`config.mk`:
```
export PLATFORM = sky130hd
export DESIGN_NAME = sorted_unique_table_unit
export DESIGN_NICKNAME = d
export VERILOG_FILES = /design/src/design/sut_pkg.sv /design/src/design/sut_mem.sv /design/src/design/sut_ctrl.sv /design/src/design/sorted_unique_table_unit.sv
export SDC_FILE = /design/constraint.sdc
export NUM_CORES = 2
export LEC_CHECK = 0
export BUFFER_PORTS_ARGS = -buffer_cell sky130_fd_sc_hd__buf_2
export CORE_UTILIZATION = 40
export DETAILED_ROUTE_END_ITERATION = 8
export GPL_TIMING_DRIVEN = 0
export SLEW_MARGIN = 0
export SYNTH_ARGS = -nofsm -noshare
export SYNTH_HDL_FRONTEND = slang
export SYNTH_SLANG_ARGS = --single-unit
```
`constraint.sdc`:
```
create_clock -name clk -period 6.1 [get_ports clk]
set_clock_uncertainty 0.2 [all_clocks]
set_input_delay 0.305 -clock clk [delete_from_list [all_inputs] [get_ports clk]]
set_output_delay 0.305 -clock clk [all_outputs]
set_load 0.005 [all_outputs]
```
`src/design/sut_pkg.sv`:
```
package sut_pkg;

  // data word width of one table entry
  localparam int WORD_W = 32;

  // width of the count and capacity fields on the ports
  localparam int CNT_W = 7;

  // operation codes carried by the mode field
  localparam logic [1:0] MODE_INSERT       = 2'd0;
  localparam logic [1:0] MODE_REMOVE_FIRST = 2'd1;
  localparam logic [1:0] MODE_REMOVE_ALL   = 2'd2;

  // status codes
  localparam logic STATUS_OK  = 1'b0;
  localparam logic STATUS_ERR = 1'b1;

  // result word handed from the sequencer to the output register
  typedef struct packed {
    logic             status;
    logic [CNT_W-1:0] removed_count;
    logic [CNT_W-1:0] fill_count;
  } result_t;

endpackage

```
`src/design/sut_mem.sv`:
```
module sut_mem #(
  parameter int DEPTH = 64,
  localparam int AW = $clog2(DEPTH)
) (
  input  logic                       clk,
  input  logic                       we,
  input  logic [AW-1:0]              waddr,
  input  logic [sut_pkg::WORD_W-1:0] wdata,
  input  logic                       re,
  input  logic [AW-1:0]              raddr,
  output logic [sut_pkg::WORD_W-1:0] rdata
);

  logic [sut_pkg::WORD_W-1:0] mem [DEPTH];

  // one write port
  always_ff @(posedge clk) begin
    if (we) begin
      mem[waddr] <= wdata;
    end
  end

  // one registered read port
  always_ff @(posedge clk) begin
    if (re) begin
      rdata <= mem[raddr];
    end
  end

endmodule

```
`src/design/sut_ctrl.sv`:
```
module sut_ctrl #(
  parameter int DEPTH = 64,
  localparam int AW = $clog2(DEPTH),
  localparam int CW = $clog2(DEPTH + 1)
) (
  input  logic                              clk,
  input  logic                              rst,
  input  logic                              start,
  input  logic [1:0]                        mode,
  input  logic signed [sut_pkg::WORD_W-1:0] value,
  input  logic [sut_pkg::CNT_W-1:0]         capacity,
  output logic                              idle,
  output logic                              res_valid,
  input  logic                              res_ready,
  output sut_pkg::result_t                  res,
  output logic                              mem_we,
  output logic [AW-1:0]                     mem_waddr,
  output logic [sut_pkg::WORD_W-1:0]        mem_wdata,
  output logic                              mem_re,
  output logic [AW-1:0]                     mem_raddr,
  input  logic [sut_pkg::WORD_W-1:0]        mem_rdata
);

  localparam int XW = (CW > sut_pkg::CNT_W) ? CW : sut_pkg::CNT_W;

  localparam logic [1:0] S_IDLE   = 2'd0;
  localparam logic [1:0] S_SCAN   = 2'd1;
  localparam logic [1:0] S_FINISH = 2'd2;
  localparam logic [1:0] S_REPORT = 2'd3;

  // scan phases: looking for the slot, carrying right, pulling left
  localparam logic [1:0] P_FIND    = 2'd0;
  localparam logic [1:0] P_SHIFT_R = 2'd1;
  localparam logic [1:0] P_SHIFT_L = 2'd2;

  logic [1:0]                        state, state_next;
  logic [1:0]                        phase, phase_next;
  logic [CW-1:0]                     count, count_next;
  logic [CW-1:0]                     issue, issue_next;
  logic                              rv, rv_next;
  logic [AW-1:0]                     ridx, ridx_next;
  logic [sut_pkg::WORD_W-1:0]        carry, carry_next;
  logic                              res_status, status_next;
  logic                              res_removed, removed_next;
  logic [1:0]                        mode_r;
  logic signed [sut_pkg::WORD_W-1:0] value_r;

  logic [XW-1:0]                     cap_x;
  logic [XW-1:0]                     cap_sel;
  logic [CW-1:0]                     cap_eff;
  logic                              full;
  logic                              is_insert;
  logic                              is_remove;
  logic                              in_known;
  logic                              last;
  logic signed [sut_pkg::WORD_W-1:0] rd_s;
  logic                              lt;
  logic                              eq;

  // effective capacity: zero acts as one, clipped at the table depth
  always_comb begin
    cap_x = XW'(capacity);
    if (cap_x == '0) begin
      cap_sel = XW'(1);
    end else if (cap_x > XW'(DEPTH)) begin
      cap_sel = XW'(DEPTH);
    end else begin
      cap_sel = cap_x;
    end
    cap_eff = CW'(cap_sel);
  end

  assign full      = (count >= cap_eff);
  assign is_insert = (mode_r == sut_pkg::MODE_INSERT);
  assign is_remove = (mode_r == sut_pkg::MODE_REMOVE_FIRST) ||
                     (mode_r == sut_pkg::MODE_REMOVE_ALL);
  assign in_known  = (mode == sut_pkg::MODE_INSERT) ||
                     (mode == sut_pkg::MODE_REMOVE_FIRST) ||
                     (mode == sut_pkg::MODE_REMOVE_ALL);

  // the shared compare unit on the entry just read
  assign rd_s = $signed(mem_rdata);
  assign lt   = (rd_s < value_r);
  assign eq   = (rd_s == value_r);
  assign last = ((CW'(ridx) + CW'(1)) == count);

  // sequencer
  always_comb begin
    state_next   = state;
    phase_next   = phase;
    count_next   = count;
    issue_next   = issue;
    rv_next      = 1'b0;
    ridx_next    = ridx;
    carry_next   = carry;
    status_next  = res_status;
    removed_next = res_removed;
    mem_re       = 1'b0;
    mem_raddr    = issue[AW-1:0];
    mem_we       = 1'b0;
    mem_waddr    = ridx;
    mem_wdata    = carry;

    unique case (state)
      S_IDLE: begin
        if (start) begin
          issue_next   = '0;
          phase_next   = P_FIND;
          status_next  = sut_pkg::STATUS_ERR;
          removed_next = 1'b0;
          if (!in_known) begin
            state_next = S_REPORT;
          end else if (count == '0) begin
            state_next = S_FINISH;
          end else begin
            state_next = S_SCAN;
          end
        end
      end

      S_SCAN: begin
        // walk the table one entry a cycle
        if (issue != count) begin
          mem_re     = 1'b1;
          issue_next = issue + CW'(1);
          rv_next    = 1'b1;
          ridx_next  = issue[AW-1:0];
        end
        if (rv) begin
          case (phase)
            P_FIND: begin
              if (lt) begin
                if (last) begin
                  state_next = S_FINISH;
                end
              end else if (eq) begin
                if (is_insert) begin
                  // duplicate: table stays as is
                  state_next = S_REPORT;
                end else begin
                  phase_next = P_SHIFT_L;
                  if (last) begin
                    state_next = S_FINISH;
                  end
                end
              end else begin
                if (is_insert) begin
                  mem_we     = 1'b1;
                  mem_waddr  = ridx;
                  mem_wdata  = value_r;
                  carry_next = mem_rdata;
                  phase_next = P_SHIFT_R;
                  if (last) begin
                    state_next = S_FINISH;
                  end
                end else begin
                  // passed the place where the value would be: absent
                  state_next = S_REPORT;
                end
              end
            end
            P_SHIFT_R: begin
              mem_we     = 1'b1;
              mem_waddr  = ridx;
              mem_wdata  = carry;
              carry_next = mem_rdata;
              if (last) begin
                state_next = S_FINISH;
              end
            end
            P_SHIFT_L: begin
              mem_we    = 1'b1;
              mem_waddr = ridx - AW'(1);
              mem_wdata = mem_rdata;
              if (last) begin
                state_next = S_FINISH;
              end
            end
            default: begin
              state_next = S_REPORT;
            end
          endcase
        end
      end

      S_FINISH: begin
        // tail write and count update
        state_next = S_REPORT;
        if (is_insert) begin
          if (phase == P_SHIFT_R) begin
            status_next = sut_pkg::STATUS_OK;
            if (full) begin
              removed_next = 1'b1;
            end else begin
              mem_we     = 1'b1;
              mem_waddr  = count[AW-1:0];
              mem_wdata  = carry;
              count_next = count + CW'(1);
            end
          end else if (!full) begin
            status_next = sut_pkg::STATUS_OK;
            mem_we      = 1'b1;
            mem_waddr   = count[AW-1:0];
            mem_wdata   = value_r;
            count_next  = count + CW'(1);
          end
        end else if (is_remove && (phase == P_SHIFT_L)) begin
          status_next  = sut_pkg::STATUS_OK;
          removed_next = 1'b1;
          count_next   = count - CW'(1);
        end
      end

      S_REPORT: begin
        if (res_ready) begin
          state_next = S_IDLE;
        end
      end

      default: begin
        state_next = S_IDLE;
      end
    endcase
  end

  // control state
  always_ff @(posedge clk) begin
    if (rst) begin
      state <= S_IDLE;
      count <= '0;
      rv    <= 1'b0;
    end else begin
      state <= state_next;
      count <= count_next;
      rv    <= rv_next;
    end
  end

  // working registers
  always_ff @(posedge clk) begin
    phase       <= phase_next;
    issue       <= issue_next;
    ridx        <= ridx_next;
    carry       <= carry_next;
    res_status  <= status_next;
    res_removed <= removed_next;
    if (start) begin
      mode_r  <= mode;
      value_r <= value;
    end
  end

  assign idle                = (state == S_IDLE);
  assign res_valid           = (state == S_REPORT);
  assign res.status          = res_status;
  assign res.removed_count   = sut_pkg::CNT_W'(res_removed);
  assign res.fill_count      = sut_pkg::CNT_W'(count);

endmodule

```
`src/design/sorted_unique_table_unit.sv`:
```
// flow: an accepted word is compared against the table entries in the scan state, then
// passes the finish and report states to the output register; an empty table skips the
// scan, and a duplicate insert or an absent value can end the walk early; one word at a
// time, a new word is taken only back in idle; the single read port of the table memory is walked one entry per cycle
// reset: control, fill count and output valid flag cleared, capacity set to 64; table
// contents stay undefined, no clearing pass
module sorted_unique_table_unit #(
  parameter int DEPTH = 64
) (
  input  logic                              clk,
  input  logic                              rst,
  input  logic                              in_valid,
  output logic                              in_ready,
  input  logic [1:0]                        mode,
  input  logic signed [sut_pkg::WORD_W-1:0] value,
  output logic                              out_valid,
  input  logic                              out_ready,
  output logic                              status,
  output logic [sut_pkg::CNT_W-1:0]         removed_count,
  output logic [sut_pkg::CNT_W-1:0]         fill_count,
  input  logic                              cfg_we,
  input  logic [sut_pkg::CNT_W-1:0]         cfg_wdata
);

  localparam int AW = $clog2(DEPTH);

  logic [sut_pkg::CNT_W-1:0]  capacity;
  logic                       start;
  logic                       idle;
  logic                       res_valid;
  logic                       res_ready;
  sut_pkg::result_t           res;
  logic                       mem_we;
  logic [AW-1:0]              mem_waddr;
  logic [sut_pkg::WORD_W-1:0] mem_wdata;
  logic                       mem_re;
  logic [AW-1:0]              mem_raddr;
  logic [sut_pkg::WORD_W-1:0] mem_rdata;

  // capacity register
  always_ff @(posedge clk) begin
    if (rst) begin
      capacity <= sut_pkg::CNT_W'(64);
    end else if (cfg_we) begin
      capacity <= cfg_wdata;
    end
  end

  assign in_ready  = idle;
  assign start     = in_valid && idle;
  assign res_ready = !out_valid || out_ready;

  sut_ctrl #(.DEPTH(DEPTH)) u_ctrl (
    .clk       (clk),
    .rst       (rst),
    .start     (start),
    .mode      (mode),
    .value     (value),
    .capacity  (capacity),
    .idle      (idle),
    .res_valid (res_valid),
    .res_ready (res_ready),
    .res       (res),
    .mem_we    (mem_we),
    .mem_waddr (mem_waddr),
    .mem_wdata (mem_wdata),
    .mem_re    (mem_re),
    .mem_raddr (mem_raddr),
    .mem_rdata (mem_rdata)
  );

  sut_mem #(.DEPTH(DEPTH)) u_mem (
    .clk   (clk),
    .we    (mem_we),
    .waddr (mem_waddr),
    .wdata (mem_wdata),
    .re    (mem_re),
    .raddr (mem_raddr),
    .rdata (mem_rdata)
  );

  // output register
  always_ff @(posedge clk) begin
    if (rst) begin
      out_valid <= 1'b0;
    end else if (res_valid && res_ready) begin
      out_valid <= 1'b1;
    end else if (out_ready) begin
      out_valid <= 1'b0;
    end
  end

  always_ff @(posedge clk) begin
    if (res_valid && res_ready) begin
      status        <= res.status;
      removed_count <= res.removed_count;
      fill_count    <= res.fill_count;
    end
  end

endmodule

```
==> impl_results.md <==
* EDFF count, synth at around 2200
* DRC errors left at 50
* Worst hold margin at about 0.22 ns
* Cell type with the highest aggregate area in the netlist: edfxtp_1
* Startpoint kind of the worst setup timing path: register
* Fraction of the yosys area taken by sequential cells at between 70 and 80%
* Worst-Skew Late Latency at roughly 0.87 ns
* Post-synth top flop: edfxtp_1
* Starting Density at around two fifths
* Number of antenna violations at the first check in global routing at 20
* Crit Path Class: reg2reg
* Combined buffer and inverter count along the critical path at 4
* Critical path cell sequence: ha_1, nand4_1, nor2_1, o21a_1, o41ai_1, nand3_1, a31oi_1, clkbuf_1, nor3_2, buf_6, buf_6, buf_6
* CP max-delay cell: a31oi_1
* Boundary pin count at 63
* Hold violation count in the final report at 0
* Count of mapped cells out of synthesis at 3666
* Clk root buf: clkbuf_16
* Proportion of register bits with asynchronous set or reset after synthesis at 0%
* Row Count at around 170
* Chip Height at 464 um
* Critical Path Sink Type: register
* Cell total after placement at 6814
* Detailed-routing iteration count for the pre-antenna-repair pass at 9
* Number of vias in the routed layout at between 40000 and 50000
* Crit path DAT at around 6.3 ns
* Routed len/inst at between 30 and 40 um
* Max Clock Freq at 170 MHz
* Layout net count at around 4400
* Die extent in x at 464 um
* Wire length of the first global-routing pass at approximately 330 mm
* Placeable core region at 212000 um2
* Fraction of final layout cells sized beyond drive strength 1 at roughly a third
* Violated checks: design-rule violations
* Most frequent CP cell: buf_6
* Slew Viols, Final at 0
* Path category of the worst min-delay check: in2reg
* Number of buffers added by the clock tree synthesis step at approximately 220
* Delay contributed by the slowest stage of the critical path at around 1.0 ns
* Number of global-route vias before repair at 42300
* Top Family by Delay on Critical Path: compound AO/OA/AOI/OAI gates
* CTS tree: built
* Gr ovfl total at 0
* Total setup violations reported at the end of the flow at 0
* Power per cell area at around 460 nW/um2
* Mapped Area at 85400 um2
* Overall die area at 215000 um2
* Post-detailed-route via-to-cell ratio at 5.81
* Count of yosys warnings during synthesis at 0
* Pin count of the biggest net entering global routing at 65
* Tcrit/Tclk final at a little over nine tenths
* Leading cell types by total area after synthesis: edfxtp_1 76%, mux4_2 18%, ha_1 0.82%
* Unrepaired setup endpoints after global routing: no
* Largest fanout on the critical path at 10
* Number of DRC markers after the initial detailed-route iteration at 5229
* Leakage power at 31.8 nW
* Final WL at 232 mm
* Layout overhead on the synthesized area at 18.4%
* Clock transition time at the flip-flop clock pins of the worst setup and hold paths at ~0.060 ns
* Top-area cell type share of the netlist area at roughly three quarters
* Non-filler cells in the finished layout at 7323
* Post-synth cell types at slightly below 60
* Mean area per synthesized cell at about 23 um2
* Crit path required time at about 6.5 ns
* Outcome: complete, but fails checks
* Most common cell after layout, fill and taps aside: edfxtp_1
* Highest-count cells in the layout ignoring fill and taps: 2172 x edfxtp_1, 672 x mux4_2, 218 x clkbuf_16, 199 x buf_6, 157 x clkbuf_1
* #FFs+latches synth at 2190
* Max Cap Viol at 0
* Global router's overall resource usage at 21.6%
* Post-CTS setup buffer count at 0
* Gpl congestion at between 0.8 and 0.9
* Worst-Margin Slew at 1.46 ns
* CTS H-tree lvls at 4
* Worst ir drop on vdd at between 0.3 and 0.4 mV
* Final antenna-violating net count at 0
* Minimum period implied by the final worst setup slack at slightly below 6 ns
* Detailed placer's ending HPWL at roughly 160 mm
* Maximum count of clock buffers along a single path at 3
* IO buf count at 54
* Clock Sinks at 2190
* Relative slew slack at under 10%
final timing paths:
check	from	endpoint	slack, ns	depth (start not counted)
setup reg to reg	u_mem.rdata[15]	u_mem.mem[60][17]	0.23	12
hold reg to reg	u_ctrl.res_status	status	0.23	0
hold / removal	value[5]	u_ctrl.value_r[5]	0.22	2
setup / recovery	u_mem.rdata[15]	u_mem.mem[60][17]	0.23	12
synthesized netlist by cell type (4+ instances only):
cell      number
nor4_1         6
o211ai_1       5
dfxtp_1       18
xor2_1        14
o21ai_0       12
a311oi_1       4
edfxtp_1    2172
nor2_1        36
clkbuf_1     113
buf_6          4
buf_1         38
ha_1          56
nand4b_1       4
buf_4          9
nor2b_1        7
nand2_1       65
mux4_2       672
inv_1         58
xnor2_1       17
nor3_1        69
or4_1          4
a21oi_1       65
a21o_1         5
mux2i_1       11
nand4_1       15
buf_2         48
a31oi_1        6
nand3_1       47
a221o_1       34
layout make-up:
type | count | area [um2]
tap | 2821 | 3530
sequential | 2190 | 65600
inverter | 58 | 218
fill | 17000 | 111000
clock buffer | 264 | 5630
buffer | 212 | 922
clock inverter | 143 | 1560
multi-input combinational | 1211 | 19200
timing repair buffer | 415 | 4480
antenna | 9 | 22.5
report_power, final:
part / leakage [nW] / switching (mW) / internal [mW]
clock network: 3.48 / 5.74 / 7.73
logic: 8.51 / 9.14 / 5.50
registers: 19.8 / 0.236 / 18.4
cells by family (layout without fill, tap and decap cells):
group           Yosys count  after routing  synth area share (%)
compound gates          166            166                  1.37
xor+xnor                 31             31                 0.318
fa+ha+maj                57             57                 0.843
buf+inv                 270           1092                  1.33
flops                  2190           2190                  76.8
mux                     686            686                  17.9
other cells               1             15               0.00439
simple gates            265            265                  1.50
registers in the layout, summed over array words and instances, names as in the netlist, 2 cells and up:
signal          flops
u_ctrl.value_r     32
u_ctrl.carry       32
u_ctrl.issue        7
u_ctrl.count        7
fill_count          7
u_ctrl.mode_r       2
u_mem.mem        2048
capacity            7
u_mem.rdata        32
u_ctrl.state        2
u_ctrl.phase        2
u_ctrl.ridx         6
what timing repair did:
item	4_1_cts	5_1_grt
gates resized for setup	1	0
setup endpoints to repair	154	0
hold endpoints to repair	96	0
hold buffers	93	0
metal layers:
layer | up-vias | global-route usage (%) | share of wire [%]
met1 | 23100 | 30.0 | 40
li1 | 17100 | - | -
met5 | - | 0 | 0.040
met4 | 12 | 7.98 | 3.7
met3 | 379 | 3.76 | 7.7
met2 | 1946 | 34.3 | 48
metrics by stage:
stage | setup WS, ns | area [um2] | power [mW] | TNS [ns] | util, %
after global routing | 0.0997 | 101000 | 48.0 | 0 | 47.7
after global placement | -3.85 | 89300 | 33.1 | -9271.76 | 42.1
after CTS | 0.378 | 101000 | 47.0 | 0 | 47.7
after detailed placement | 0.00305 | 93000 | 33.6 | 0 | 43.9
final | 0.234 | 101000 | 46.7 | 0 | 47.7
after floorplan | 0.641 | 85500 | 27.1 | 0 | -
No activity file was read; power rests on OpenSTA's default activity.
